[src/hdl/smm_pkg.sv]
package smm_pkg;

    localparam int ELEM_W  = 16;
    localparam int INDEX_W = 6;
    localparam int MUL_W   = 2 * ELEM_W;
    localparam int PROD_W  = 38;

    localparam logic [1:0] REQ_WRITE_A = 2'd0;
    localparam logic [1:0] REQ_WRITE_B = 2'd1;
    localparam logic [1:0] REQ_COMPUTE = 2'd2;

    // controller -> datapath
    typedef struct packed {
        logic wr_a;      // store element into A
        logic wr_b;      // store element into B
        logic start;     // latch compute indices, clear accumulator
        logic issue;     // read one A/B element pair
        logic load_out;  // move accumulator to output register
    } cmd_t;

    // datapath -> controller
    typedef struct packed {
        logic in_range;   // request indices below DIM
        logic pipe_busy;  // reads or products still in flight
        logic out_free;   // output register can take a result
    } status_t;

endpackage

[src/hdl/smm_ctrl.sv]
module smm_ctrl #(
    parameter int DIM = 16
) (
    input  logic               aclk,
    input  logic               aresetn,
    input  logic               s_valid,
    input  logic [1:0]         s_req_type,
    output logic               s_ready,
    input  smm_pkg::status_t   status,
    output smm_pkg::cmd_t      cmd
);

    import smm_pkg::*;

    localparam int IDX_W = $clog2(DIM);

    typedef enum logic [3:0] {
        ST_IDLE   = 4'b0001,
        ST_RUN    = 4'b0010,
        ST_DRAIN  = 4'b0100,
        ST_FINISH = 4'b1000
    } state_t;

    state_t             state_reg, state_next;
    logic [IDX_W-1:0]   k_reg, k_next;
    logic               accept;
    logic               last_k;

    assign s_ready = (state_reg == ST_IDLE);
    assign accept  = s_valid && s_ready;
    assign last_k  = (k_reg == IDX_W'(DIM - 1));

    always_comb begin
        state_next   = state_reg;
        k_next       = k_reg;
        cmd          = '0;
        cmd.wr_a     = accept && (s_req_type == REQ_WRITE_A) && status.in_range;
        cmd.wr_b     = accept && (s_req_type == REQ_WRITE_B) && status.in_range;
        unique case (state_reg)
            ST_IDLE: begin
                k_next = '0;
                if (accept && (s_req_type == REQ_COMPUTE)) begin
                    cmd.start  = 1'b1;
                    state_next = status.in_range ? ST_RUN : ST_FINISH;
                end
            end
            ST_RUN: begin
                cmd.issue = 1'b1;
                k_next    = k_reg + IDX_W'(1);
                if (last_k) begin
                    state_next = ST_DRAIN;
                end
            end
            ST_DRAIN: begin
                if (!status.pipe_busy) begin
                    state_next = ST_FINISH;
                end
            end
            ST_FINISH: begin
                if (status.out_free) begin
                    cmd.load_out = 1'b1;
                    state_next   = ST_IDLE;
                end
            end
            default: begin
                state_next = ST_IDLE;
            end
        endcase
    end

    always_ff @(posedge aclk) begin
        if (!aresetn) begin
            state_reg <= ST_IDLE;
            k_reg     <= '0;
        end else begin
            state_reg <= state_next;
            k_reg     <= k_next;
        end
    end

    // out-of-range compute skips the MAC loop
    assert property (@(posedge aclk) disable iff (!aresetn)
        (accept && (s_req_type == REQ_COMPUTE) && !status.in_range)
        |=> (state_reg == ST_FINISH))
        else $error("out-of-range compute did not go to finish");

    assert property (@(posedge aclk) disable iff (!aresetn)
        cmd.load_out |-> status.out_free)
        else $error("result loaded over a waiting result");

    assert property (@(posedge aclk) disable iff (!aresetn)
        ((state_reg == ST_DRAIN) && status.pipe_busy) |=> (state_reg == ST_DRAIN))
        else $error("drain left with products in flight");

    assert property (@(posedge aclk) disable iff (!aresetn)
        (cmd.issue && last_k) |=> !cmd.issue)
        else $error("more than DIM element pairs issued");

endmodule

[config.mk]
export PLATFORM = sky130hd
export DESIGN_NAME = smm_ctrl
export DESIGN_NICKNAME = d
export VERILOG_FILES = /design/src/hdl/smm_pkg.sv /design/src/hdl/smm_ctrl.sv
export SDC_FILE = /design/constraint.sdc
export NUM_CORES = 1
export LEC_CHECK = 0
export BUFFER_PORTS_ARGS = -buffer_cell sky130_fd_sc_hd__buf_4
export CORE_AREA = 3 3 40 42
export DETAILED_ROUTE_END_ITERATION = 10
export DIE_AREA = 0 0 43 45
export GPL_TIMING_DRIVEN = 0
export HOLD_SLACK_MARGIN = 0.08
export PLACE_DENSITY_LB_ADDON = 0.15
export SKIP_LAST_GASP = 1
export SYNTH_ARGS = -nofsm -noshare
export SYNTH_HDL_FRONTEND = slang
export SYNTH_SLANG_ARGS = --single-unit
export TNS_END_PERCENT = 100
[constraint.sdc]
create_clock -name aclk -period 4.4 [get_ports aclk]
set_input_delay 0.44 -clock aclk [delete_from_list [all_inputs] [get_ports aclk]]
set_output_delay 0.44 -clock aclk [all_outputs]
set_load 0.005 [all_outputs]
==> metrics.md <==
| Metric | Value |
|---|---|
| Result of the run | `finished clean` |
| Final net count | `92` |
| Finish-stage setup viols | `0` |
| Drt total wl | `1100 um` |
| CTS clk-pin slew, worst paths | `50 ps` |
| Gr usage total | `0.134` |
| Starting Density | `0.409` |
| Syn_area_per_cell | `8.08 sq um` |
| Clock skew | `2.03 ps` |
| TNS Setup | `0 ps` |
| Power per cell area | `447 nW/um^2` |
| Post-layout min period | `2100 ps` |
| Primary FF master, synth | `dfxtp_1` |
| Yosys reg bits | `8` |
| Core area | `1280 sq um` |
| Synth Warn # | `0` |
| DR WL/cell | `11.5 um` |
| CTS tree | `yes` |
| Synth Cell Area | `526 sq um` |
| RePlAce Congestion | `0.721` |
| Hold_sp | `k_reg[3]` |
| Initial antenna violation count | `0` |
| Crit-path max FO | `9` |
| Hold WC Path Type | `flop to flop` |
| Antenna-violating nets left | `0` |
| CP Launch Point | `state_reg[1]` |
| Post-synth EDFFs | `0` |
| Kind of critical path | `flop to primary output` |
| CTS H-tree lvls | `1` |
| Period utilisation layout | `0.478` |
| Highest Clock Rate | `0.476 GHz` |
| Number of DRC markers in iteration 0 | `15` |
| FF-to-FF End | `state_reg[2]` |
| Mapped Cells | `65` |
| Worst hold margin | `467 ps` |
| CP endpoint | `cmd[3]` |
| Fin. Hold Viols | `0` |
| Dpl cell area | `642 sq um` |
| Vias in the first global route | `445` |
| DP Wirelength | `827 um` |
| Peak supply drop | `0.232 mV` |
| Pre-antenna DRT Iters | `4` |
| Area leader, netlist | `dfxtp_1` |
| Via/cell ratio | `5.31` |
| Count leader, synth | `dfxtp_1` |
| GRT overflow | `0` |
| Startpoint Class | `flop` |
| CP required | `3960 ps` |
| Max-cap viol count | `0` |
| Root Buffer | `clkbuf_4` |
| CP Data Arrival Time | `1660 ps` |
| Total Power | `297 uW` |
| Seq/Total Area, Yosys | `0.305` |
| Top cells by count, synth | `dfxtp_1, nor2_1, nand3_1` |
| Worst-Skew Late Latency | `250 ps` |
| Syn_nets | `74` |
| Die W | `43 um` |
| Share of cells above drive strength 1 | `0.296` |
| Distinct cells, synth | `30` |
| Area growth syn-to-layout | `26.4%` |
| Synth top area share | `0.305` |
| Longest Clk Path Bufs | `2` |
| Reg2Reg Depth | `5` |
| TritonCTS Buffers | `3` |
| Area contributors post-synth | `dfxtp_1, nand3_1, nor2_1, nor3b_1, mux2i_1` |
| Slew Limit Fails | `0` |
| Pleak | `0.000275 uW` |
| Worst Setup End Kind | `primary output` |
| Worst-margin pin slew | `526 ps` |
| CTS Hold Bufs | `0` |
| First-pass GRT wire length | `1940 um` |
| DIE AREA | `1940 sq um` |
| # DRC | `0` |
| Reg2reg setup slack | `2780 ps` |
| Postcts setup bufs | `0` |
| I/O pin total | `14` |
| Pin count of the biggest net entering global routing | `11` |
| PortBufs | `13` |
| Total clock sinks | `8` |
| Chip height | `45 um` |
| Row cnt | `13` |
| Share of synthesized registers carrying an async set or reset | `0` |
| Post-CTS sizing | `0` |
| Routed vias | `510` |
| Ant diodes | `0` |
| Unrepaired setup endpoints after global routing | `no` |
| Crit Reg-Reg Startpoint | `state_reg[1]` |
| Slew headroom | `0.649` |
| Design area | `664 sq um` |
-- worst min-delay path by stage --
stage | end | slack [ps] | depth (start not counted)
after global placement | k_reg[3] | 440 | 1
after detailed placement | k_reg[3] | 450 | 1
after CTS | state_reg[1] | 460 | 3
after global routing | k_reg[3] | 480 | 1
after floorplan | k_reg[3] | 420 | 1
final | k_reg[3] | 470 | 1
-- layout make-up --
type | instances | area [sq um]
tap | 15 | 18.8
timing repair buffer | 13 | 97.6
fill | 144 | 621
sequential | 8 | 160
inverter | 3 | 16.3
buffer | 4 | 25.0
multi-input combinational | 50 | 324
clock buffer | 3 | 22.5
-- cells by family (layout without fill, tap and decap cells) --
| family | Yosys count | count (layout) | share of synthesized area |
|---|---|---|---|
| DFF | 8 | 8 | 0.305 |
| adders and majority gates | 1 | 1 | 0.0238 |
| buffers and inverters | 7 | 23 | 0.0786 |
| and+or+nand+nor | 32 | 32 | 0.367 |
| muxes | 2 | 2 | 0.0381 |
| AOI/OAI and AO/OA | 15 | 15 | 0.188 |
-- critical path, stage by stage (launching register included) --
cell and delay [ps]:
dfxtp_1 290, buf_2 160, nor4b_2 520, nand4b_1 190, nor2_1 130, buf_4 120
-- where the power goes --
group / leakage (uW) / switching, uW / internal, uW
logic: 0.000196 / 80.7 / 71.4
clock network: 0.0000138 / 23.2 / 31.1
registers: 0.0000648 / 7.55 / 82.9
-- layout by cell type (no fill, tap or decap), drive strengths merged, types with 4 or more instances in the layout --
cell type,n
nand2,6
buf,16
o21ai,6
nand3,6
nor2,7
clkbuf,4
dfxtp,8
-- metal layers --
layer  part of all wire  GRT usage  vias up
met3              0.072     0.0757        2
met5                  0          0        -
met4             0.0055     0.0181        0
met1               0.49      0.173      230
li1                   -          -      264
met2               0.43      0.201       14
-- through the flow --
| stage | cells | worst slack [ps] | util |
|---|---|---|---|
| floorplan | 65 | 2790 | - |
| finish | 96 | 2300 | 0.517 |
| CTS | 96 | 2280 | 0.517 |
| global route | 96 | 2110 | 0.517 |
| global placement | 93 | 2570 | 0.500 |
| detailed placement | 93 | 2560 | 0.500 |
(Power assumes the default switching activity.)
